### src/hw/rtl/srdff_pkg.sv
// Shared types, register codes and constants of the speed-reference derivative feed-forward.
package srdff_pkg;

    // Field widths
    localparam int GAIN_W   = 31;
    localparam int TICKS_W  = 16;
    localparam int VALUE_W  = 32;
    localparam int REF_W    = 16;
    localparam int CFG_ADDR_W = 2;

    // Configuration register indexes
    typedef enum logic [CFG_ADDR_W-1:0] {
        REG_GAIN         = 2'd0,
        REG_SAMPLE_TICKS = 2'd1,
        REG_CLAMP_LOW    = 2'd2,
        REG_CLAMP_HIGH   = 2'd3
    } t_cfg_reg;

    // Input action codes
    localparam logic ACT_INIT    = 1'b0;
    localparam logic ACT_COMPUTE = 1'b1;

    // Register reset values
    localparam logic [GAIN_W-1:0]         GAIN_RST       = 31'd0;
    localparam logic [TICKS_W-1:0]        TICKS_RST      = 16'd100;
    localparam logic signed [VALUE_W-1:0] CLAMP_LOW_RST  = 32'shfe000000;
    localparam logic [GAIN_W-1:0]         CLAMP_HIGH_RST = 31'h01ff0000;

    // Arithmetic constants
    localparam logic [3:0]         DERIV_SCALE = 4'd10;
    localparam logic [VALUE_W-1:0] POS_LIMIT   = 32'h7fffffff;
    localparam logic [VALUE_W-1:0] NEG_LIMIT   = 32'h80000000;

    // Configuration bundle handed to the datapath
    typedef struct packed {
        logic [GAIN_W-1:0]         gain;
        logic [TICKS_W-1:0]        sample_ticks;
        logic signed [VALUE_W-1:0] clamp_low;
        logic [GAIN_W-1:0]         clamp_high;
    } t_cfg;

endpackage

### src/hw/rtl/srdff_deriv.sv
// Reference derivative tracker: latched reference, latched time and held derivative.
module srdff_deriv (
    input  logic                                i_clk,
    input  logic                                i_rst_n,
    input  logic                                i_upd,
    input  logic                                i_action,
    input  logic signed [srdff_pkg::REF_W-1:0]  i_ref,
    input  logic [srdff_pkg::TICKS_W-1:0]       i_now,
    input  logic [srdff_pkg::TICKS_W-1:0]       i_sample_ticks,
    output logic signed [srdff_pkg::REF_W-1:0]  o_deriv
);

    logic signed [srdff_pkg::REF_W-1:0] r_prev_ref, n_prev_ref;
    logic [srdff_pkg::TICKS_W-1:0]      r_prev_time, n_prev_time;
    logic signed [srdff_pkg::REF_W-1:0] r_held, n_held;

    logic [srdff_pkg::TICKS_W-1:0]      w_elapsed;
    logic [srdff_pkg::REF_W-1:0]        w_diff;
    logic [srdff_pkg::REF_W-1:0]        w_scaled;

    // Elapsed ticks wrap at 16 bits; difference scaled and wrapped to 16 bits
    assign w_elapsed = i_now - r_prev_time;
    assign w_diff    = i_ref - r_prev_ref;
    assign w_scaled  = w_diff * srdff_pkg::REF_W'(srdff_pkg::DERIV_SCALE);

    // Work out the state left by this transaction
    always_comb begin
        n_prev_ref  = r_prev_ref;
        n_prev_time = r_prev_time;
        n_held      = r_held;
        if (i_action == srdff_pkg::ACT_INIT) begin
            n_prev_ref  = i_ref;
            n_prev_time = i_now;
            n_held      = '0;
        end else if (w_elapsed >= i_sample_ticks) begin
            n_prev_ref  = i_ref;
            n_prev_time = i_now;
            n_held      = $signed(w_scaled);
        end
    end

    assign o_deriv = n_held;

    // Commit the state when the transaction moves to the result register
    always_ff @(posedge i_clk) begin
        if (!i_rst_n) begin
            r_prev_ref  <= '0;
            r_prev_time <= '0;
            r_held      <= '0;
        end else if (i_upd) begin
            r_prev_ref  <= n_prev_ref;
            r_prev_time <= n_prev_time;
            r_held      <= n_held;
        end
    end

endmodule

### src/hw/rtl/srdff_gain.sv
// Gain product with saturation, sum with the base value and output clamp.
module srdff_gain (
    input  logic                                  i_action,
    input  logic signed [srdff_pkg::REF_W-1:0]    i_deriv,
    input  logic signed [srdff_pkg::VALUE_W-1:0]  i_base,
    input  srdff_pkg::t_cfg                       i_cfg,
    output logic signed [srdff_pkg::VALUE_W-1:0]  o_result,
    output logic signed [srdff_pkg::REF_W-1:0]    o_term_high
);

    localparam int PROD_W = srdff_pkg::REF_W + srdff_pkg::GAIN_W;

    logic                                d_neg;
    logic [srdff_pkg::REF_W-1:0]         w_mag;
    logic [PROD_W-1:0]                   w_mag_prod;
    logic [PROD_W:0]                     w_sat_sum;
    logic                                w_sat;
    logic [srdff_pkg::VALUE_W-1:0]       w_prod;
    logic signed [srdff_pkg::VALUE_W:0]  w_sum;
    logic signed [srdff_pkg::VALUE_W-1:0] w_sum32;
    logic signed [srdff_pkg::VALUE_W-1:0] w_high_s;
    logic                                w_over;
    logic                                w_under;
    logic                                w_bypass;

    // Magnitude product; the saturation test is |d|*gain + gain past the positive limit
    assign d_neg      = i_deriv[srdff_pkg::REF_W-1];
    assign w_mag      = d_neg ? (-i_deriv) : i_deriv;
    assign w_mag_prod = PROD_W'(w_mag) * PROD_W'(i_cfg.gain);
    assign w_sat_sum  = {1'b0, w_mag_prod} + (PROD_W+1)'(i_cfg.gain);
    assign w_sat      = w_sat_sum > (PROD_W+1)'(srdff_pkg::POS_LIMIT);

    // Signed product, pinned to the limits on saturation
    always_comb begin
        if (w_sat) begin
            w_prod = d_neg ? srdff_pkg::NEG_LIMIT : srdff_pkg::POS_LIMIT;
        end else if (d_neg) begin
            w_prod = -w_mag_prod[srdff_pkg::VALUE_W-1:0];
        end else begin
            w_prod = w_mag_prod[srdff_pkg::VALUE_W-1:0];
        end
    end

    // Sum with overflow detection from the two top bits
    assign w_sum    = {w_prod[srdff_pkg::VALUE_W-1], w_prod}
                    + {i_base[srdff_pkg::VALUE_W-1], i_base};
    assign w_over   = !w_sum[srdff_pkg::VALUE_W] && w_sum[srdff_pkg::VALUE_W-1];
    assign w_under  = w_sum[srdff_pkg::VALUE_W] && !w_sum[srdff_pkg::VALUE_W-1];
    assign w_sum32  = w_sum[srdff_pkg::VALUE_W-1:0];
    assign w_high_s = $signed({1'b0, i_cfg.clamp_high});
    assign w_bypass = (i_action == srdff_pkg::ACT_INIT) || (i_cfg.gain == '0);

    // Clamp, bypassed on init or zero gain: low limit tested before high limit
    always_comb begin
        o_term_high = '0;
        if (w_bypass) begin
            o_result = i_base;
        end else begin
            o_term_high = w_prod[srdff_pkg::VALUE_W-1:srdff_pkg::VALUE_W-srdff_pkg::REF_W];
            if (w_over) begin
                o_result = w_high_s;
            end else if (w_under) begin
                o_result = i_cfg.clamp_low;
            end else if (w_sum32 < i_cfg.clamp_low) begin
                o_result = i_cfg.clamp_low;
            end else if (w_sum32 >= w_high_s) begin
                o_result = w_high_s;
            end else begin
                o_result = w_sum32;
            end
        end
    end

endmodule

### src/hw/rtl/speed_ref_derivative_feedforward_unit.sv
// Top level of the speed-reference derivative feed-forward: stream ports, registers, pipeline.
//
// One result per input transaction, one transaction per clock sustained while results are
// taken. A transaction lands in the input register, passes combinationally through the
// derivative update, the 16 x 31 bit gain multiply with its saturation test, the sum and the
// clamp, and is held in the result register. That one pass between the input and result
// registers sets the rate. The input side keeps accepting while a result waits, until both
// registers are full. No clearing pass is needed after reset.
module speed_ref_derivative_feedforward_unit (
    input  logic                                   i_clk,
    input  logic                                   i_rst_n,
    // configuration write port
    input  logic                                   i_cfg_we,
    input  logic [srdff_pkg::CFG_ADDR_W-1:0]       i_cfg_addr,
    input  logic [srdff_pkg::VALUE_W-1:0]          i_cfg_wdata,
    // input stream
    input  logic                                   s_tvalid,
    output logic                                   s_tready,
    input  logic [63:0]                            s_tdata,  // speed_ref, now_time, base_value
    input  logic [0:0]                             s_tuser,  // action
    // result stream
    output logic                                   m_tvalid,
    input  logic                                   m_tready,
    output logic [63:0]                            m_tdata   // result_value, ref_derivative,
                                                             // term_high
);

    srdff_pkg::t_cfg r_cfg;

    logic                                  r_in_vld;
    logic                                  r_in_action;
    logic signed [srdff_pkg::REF_W-1:0]    r_in_ref;
    logic [srdff_pkg::TICKS_W-1:0]         r_in_now;
    logic signed [srdff_pkg::VALUE_W-1:0]  r_in_base;

    logic                                  r_out_vld;
    logic [63:0]                           r_out_data;

    logic                                  w_adv;
    logic signed [srdff_pkg::REF_W-1:0]    w_deriv;
    logic signed [srdff_pkg::VALUE_W-1:0]  w_result;
    logic signed [srdff_pkg::REF_W-1:0]    w_term_high;

    // Configuration registers
    always_ff @(posedge i_clk) begin
        if (!i_rst_n) begin
            r_cfg.gain         <= srdff_pkg::GAIN_RST;
            r_cfg.sample_ticks <= srdff_pkg::TICKS_RST;
            r_cfg.clamp_low    <= srdff_pkg::CLAMP_LOW_RST;
            r_cfg.clamp_high   <= srdff_pkg::CLAMP_HIGH_RST;
        end else if (i_cfg_we) begin
            unique case (srdff_pkg::t_cfg_reg'(i_cfg_addr))
                srdff_pkg::REG_GAIN: begin
                    r_cfg.gain <= i_cfg_wdata[srdff_pkg::GAIN_W-1:0];
                end
                srdff_pkg::REG_SAMPLE_TICKS: begin
                    r_cfg.sample_ticks <= i_cfg_wdata[srdff_pkg::TICKS_W-1:0];
                end
                srdff_pkg::REG_CLAMP_LOW: begin
                    r_cfg.clamp_low <= i_cfg_wdata;
                end
                srdff_pkg::REG_CLAMP_HIGH: begin
                    r_cfg.clamp_high <= i_cfg_wdata[srdff_pkg::GAIN_W-1:0];
                end
                default: begin
                end
            endcase
        end
    end

    // Pipeline advance: the result register frees when empty or taken
    assign w_adv    = !r_out_vld || m_tready;
    assign s_tready = !r_in_vld || w_adv;

    // Input register
    always_ff @(posedge i_clk) begin
        if (!i_rst_n) begin
            r_in_vld <= 1'b0;
        end else if (s_tready) begin
            r_in_vld <= s_tvalid;
        end
    end

    always_ff @(posedge i_clk) begin
        if (s_tvalid && s_tready) begin
            r_in_action <= s_tuser[0];
            r_in_ref    <= s_tdata[15:0];
            r_in_now    <= s_tdata[31:16];
            r_in_base   <= s_tdata[63:32];
        end
    end

    // Derivative state, committed as the transaction advances
    srdff_deriv u_deriv (
        .i_clk          (i_clk),
        .i_rst_n        (i_rst_n),
        .i_upd          (r_in_vld && w_adv),
        .i_action       (r_in_action),
        .i_ref          (r_in_ref),
        .i_now          (r_in_now),
        .i_sample_ticks (r_cfg.sample_ticks),
        .o_deriv        (w_deriv)
    );

    srdff_gain u_gain (
        .i_action    (r_in_action),
        .i_deriv     (w_deriv),
        .i_base      (r_in_base),
        .i_cfg       (r_cfg),
        .o_result    (w_result),
        .o_term_high (w_term_high)
    );

    // Result register
    always_ff @(posedge i_clk) begin
        if (!i_rst_n) begin
            r_out_vld <= 1'b0;
        end else if (w_adv) begin
            r_out_vld <= r_in_vld;
        end
    end

    always_ff @(posedge i_clk) begin
        if (w_adv && r_in_vld) begin
            r_out_data <= {w_term_high, w_deriv, w_result};
        end
    end

    assign m_tvalid = r_out_vld;
    assign m_tdata  = r_out_data;

endmodule

### config.mk
export PLATFORM = sky130hd
export DESIGN_NAME = speed_ref_derivative_feedforward_unit
export DESIGN_NICKNAME = d
export VERILOG_FILES = /design/src/hw/rtl/srdff_pkg.sv /design/src/hw/rtl/srdff_deriv.sv /design/src/hw/rtl/srdff_gain.sv /design/src/hw/rtl/speed_ref_derivative_feedforward_unit.sv
export SDC_FILE = /design/constraint.sdc
export NUM_CORES = 2
export LEC_CHECK = 0
export BUFFER_PORTS_ARGS = -buffer_cell sky130_fd_sc_hd__buf_4
export CAP_MARGIN = 10
export CORE_ASPECT_RATIO = 0.8
export CORE_MARGIN = 8
export CORE_UTILIZATION = 30
export DETAILED_ROUTE_END_ITERATION = 10
export PLACE_DENSITY_LB_ADDON = 0.2
export SYNTH_ARGS = -nofsm -noshare
export SYNTH_HDL_FRONTEND = slang
export SYNTH_HIERARCHICAL = 1
export SYNTH_SLANG_ARGS = --single-unit
### constraint.sdc
create_clock -name i_clk -period 40.8 [get_ports i_clk]
set_input_delay 2.04 -clock i_clk [delete_from_list [all_inputs] [get_ports i_clk]]
set_output_delay 2.04 -clock i_clk [all_outputs]
set_load 0.05 [all_outputs]
==> results.toml <==
[sta]
fmax_mhz = 42.9
period_needed_ns = 23.31
slew_hr = 0.202
finalSetupViolations = 0
max_slew.worst_pin.slew_ns = 1.18
setup-tns-final_ns = 0
rsz_0062_raised_after_global_routing = "false"
fin_skew_ns = 0.0208
setup_slack_ns = 17.49
report.final.hold_viol_count = 0
timing_max_transition_violations_final = 0
period_share = 0.571

[cts]
ctsLongestPathBuffers = 3
clkLatencyLatePin_ns = 0.59
clkSinkCount = 287
number_of_clock_buffers_inserted_by_tritoncts = 29
cts.clk_slew.worst_paths_ns = 0.06
h-tree-depth = 1
cts_hold_buf = 0
post-cts-setup-buffers = 0
cts_tree = "done"
cts-root-buf = "sky130_fd_sc_hd__clkbuf_16"
post_cts_resized = 0

[finish]
diodes = 0
layout_stage_area_growth_over_the_synthesis_result_pct = 10.9
stdcell_count = 5654
filler_cell_count = 12300
drive_above_1_share = 0.0851
layout.nets = 4904

[synthesis]
yosysWarnings = 6
postSynthAreaPerCell_um2 = 8.84
post_synth_instance_area_um2 = 35500
synth.net_count = 4844
number_of_cells_produced_by_synthesis = 4019

[floorplan]
core_um2 = 118000
die_width_um = 401
die_footprint_um2 = 130000
count_of_pins_on_the_block_boundary = 170
die_h_um = 324
rows = 113
floorplan.initialDensity = 0.301

[critical_path]
cp.arrival_ns = 23.63
setup.worst_path.end_class = "flip-flop"
critical_path_peak_fanout = 49
timing.critical_path.from = "r_in_now[0]$_DFFE_PP_"
cp_data_required_time_ns = 41.12
sort_of_element_at_the_start_of_the_critical_path = "flip-flop"
timing.critical_path.mode_cell = "sky130_fd_sc_hd__fa_1"
crit_type = "reg2reg"
cpPeakStageDelay_ns = 0.90
r2r-end = "m_tdata[23]$_DFFE_PP_"
worstRegToRegCells = 82
worst-path-stages = 82
worst_path_max_delay_cell = "sky130_fd_sc_hd__xor2_4"
r2r_start = "r_in_now[0]$_DFFE_PP_"
critPathBufInv = 8
timing.reg2reg.setup_slack_ns = 17.49
critical_path.endpoint = "m_tdata[23]$_DFFE_PP_"
path_delay_family = "compound AO/OA/AOI/OAI gates"

[power_and_ir_drop]
leakage_uw = 0.0179
vdd.ir_drop.worst_v = 0.0000965
power_per_cell_area_nw_per_um2 = 84.7

[detailed_routing]
num_vias = 28000
final_wl_mm = 108
drt_pre_antenna_iters = 6
avgViaCountPerCell = 4.95
post_drt_wl_per_cell_um = 19.1
drt.antenna.violating_nets = 0
drtIter0Drc = 2019
drc = 0

[global_routing]
gr-usage-all-layers = 0.163
grt_first_pass_wirelength_mm = 170
initial_antenna_violation_count = 1
grt_overflow_total = 0
grt_max_degree = 120
via_count_of_the_first_global_routing_pass = 28300

[place]
dp.final_hpwl_mm = 82.8
dp_slack_ns = 17.78
post-place-cells = 5600
port-buffer-count = 168
gp_congestion = 0.864

[outcome]
outcome = "finished clean"

[min_path]
timing.hold.worst.class = "reg2reg"

[flow_run]
drv_cap = 0
cells in the final DEF, fill, tap and decap left out, types with 33 or more instances in the layout:
| master | instances |
|---|---|
| sky130_fd_sc_hd__edfxtp_1 | 128 |
| sky130_fd_sc_hd__inv_1 | 614 |
| sky130_fd_sc_hd__nand2_1 | 657 |
| sky130_fd_sc_hd__nor2_1 | 123 |
| sky130_fd_sc_hd__ha_1 | 312 |
| sky130_fd_sc_hd__mux2i_1 | 117 |
| sky130_fd_sc_hd__xnor2_1 | 67 |
| sky130_fd_sc_hd__xor2_1 | 44 |
| sky130_fd_sc_hd__dfxtp_1 | 159 |
| sky130_fd_sc_hd__nand3_1 | 37 |
| sky130_fd_sc_hd__and2_1 | 188 |
| sky130_fd_sc_hd__a21o_1 | 80 |
| sky130_fd_sc_hd__a21boi_1 | 33 |
| sky130_fd_sc_hd__nand4_1 | 45 |
| sky130_fd_sc_hd__nor3_1 | 77 |
| sky130_fd_sc_hd__a21oi_1 | 145 |
| sky130_fd_sc_hd__buf_4 | 228 |
| sky130_fd_sc_hd__fa_1 | 409 |
| sky130_fd_sc_hd__o21ai_0 | 78 |
area by class of cell:
type / instances / area, µm² / share of cell area
Multi-Input combinational cell: 2917 / 25500 / 0.646
Tap cell: 1552 / 1940 / 0.0493
Sequential cell: 287 / 7030 / 0.178
Timing Repair Buffer: 229 / 1720 / 0.0437
Clock inverter: 14 / 130 / 0.00330
Inverter: 615 / 2310 / 0.0586
Clock buffer: 40 / 807 / 0.0205
worst min-delay path, cell delays in order, from the launching register on:
cell,delay (ns)
sky130_fd_sc_hd__dfxtp_1,0.31
sky130_fd_sc_hd__nand2_1,0.05
sky130_fd_sc_hd__a21boi_1,0.05
worst min path at each step:
stage | to | from | slack, ns | cells past startpoint
floorplan | u_deriv/r_held[11]$_SDFFE_PN0P_ | u_deriv/r_held[11]$_SDFFE_PN0P_ | 0.43 | 2
global placement | u_deriv/r_prev_time[6]$_SDFFE_PN0P_ | u_deriv/r_prev_time[6]$_SDFFE_PN0P_ | 0.44 | 2
detailed placement | u_deriv/r_prev_time[2]$_SDFFE_PN0P_ | u_deriv/r_prev_time[2]$_SDFFE_PN0P_ | 0.44 | 2
CTS | u_deriv/r_prev_time[2]$_SDFFE_PN0P_ | u_deriv/r_prev_time[2]$_SDFFE_PN0P_ | 0.45 | 2
global route | u_deriv/r_prev_time[2]$_SDFFE_PN0P_ | u_deriv/r_prev_time[2]$_SDFFE_PN0P_ | 0.47 | 2
finish | u_deriv/r_held[11]$_SDFFE_PN0P_ | u_deriv/r_held[11]$_SDFFE_PN0P_ | 0.45 | 2
layer usage:
layer  GRT usage  vias to the layer above  routed length (µm)
met5           0                        -                   0
met4      0.0169                        0                1100
met3      0.0195                       74                4820
met2       0.246                      591               44700
met1       0.256                    13900               57300
li1            -                    13400                   -
flip-flops by register name (all words and copies together) (netlist names):
register / cells
m_tdata: 64
m_tvalid: 1
r_cfg: 110
r_in_action: 1
r_in_base: 32
r_in_now: 16
r_in_ref: 15
r_in_vld: 1
u_deriv/r_held: 16
u_deriv/r_prev_ref: 15
u_deriv/r_prev_time: 16
metrics by stage:
stage	power, µW	utilization	hold WS (ns)	area (µm²)
finish	3340	0.334	0.450	39400
global route	3680	0.334	0.466	39400
CTS	3330	0.334	0.454	39400
global placement	3040	0.326	0.440	38500
floorplan	2290	-	0.430	35500
detailed placement	3030	0.326	0.445	38500
where the power goes:
group	switching (µW)	internal (µW)	total (µW)
Clock	121	151	272
Combinational	1720	971	2690
Sequential	17.8	359	377
Total	1860	1480	3340
Note: power is estimated with default switching activity, not from simulation.
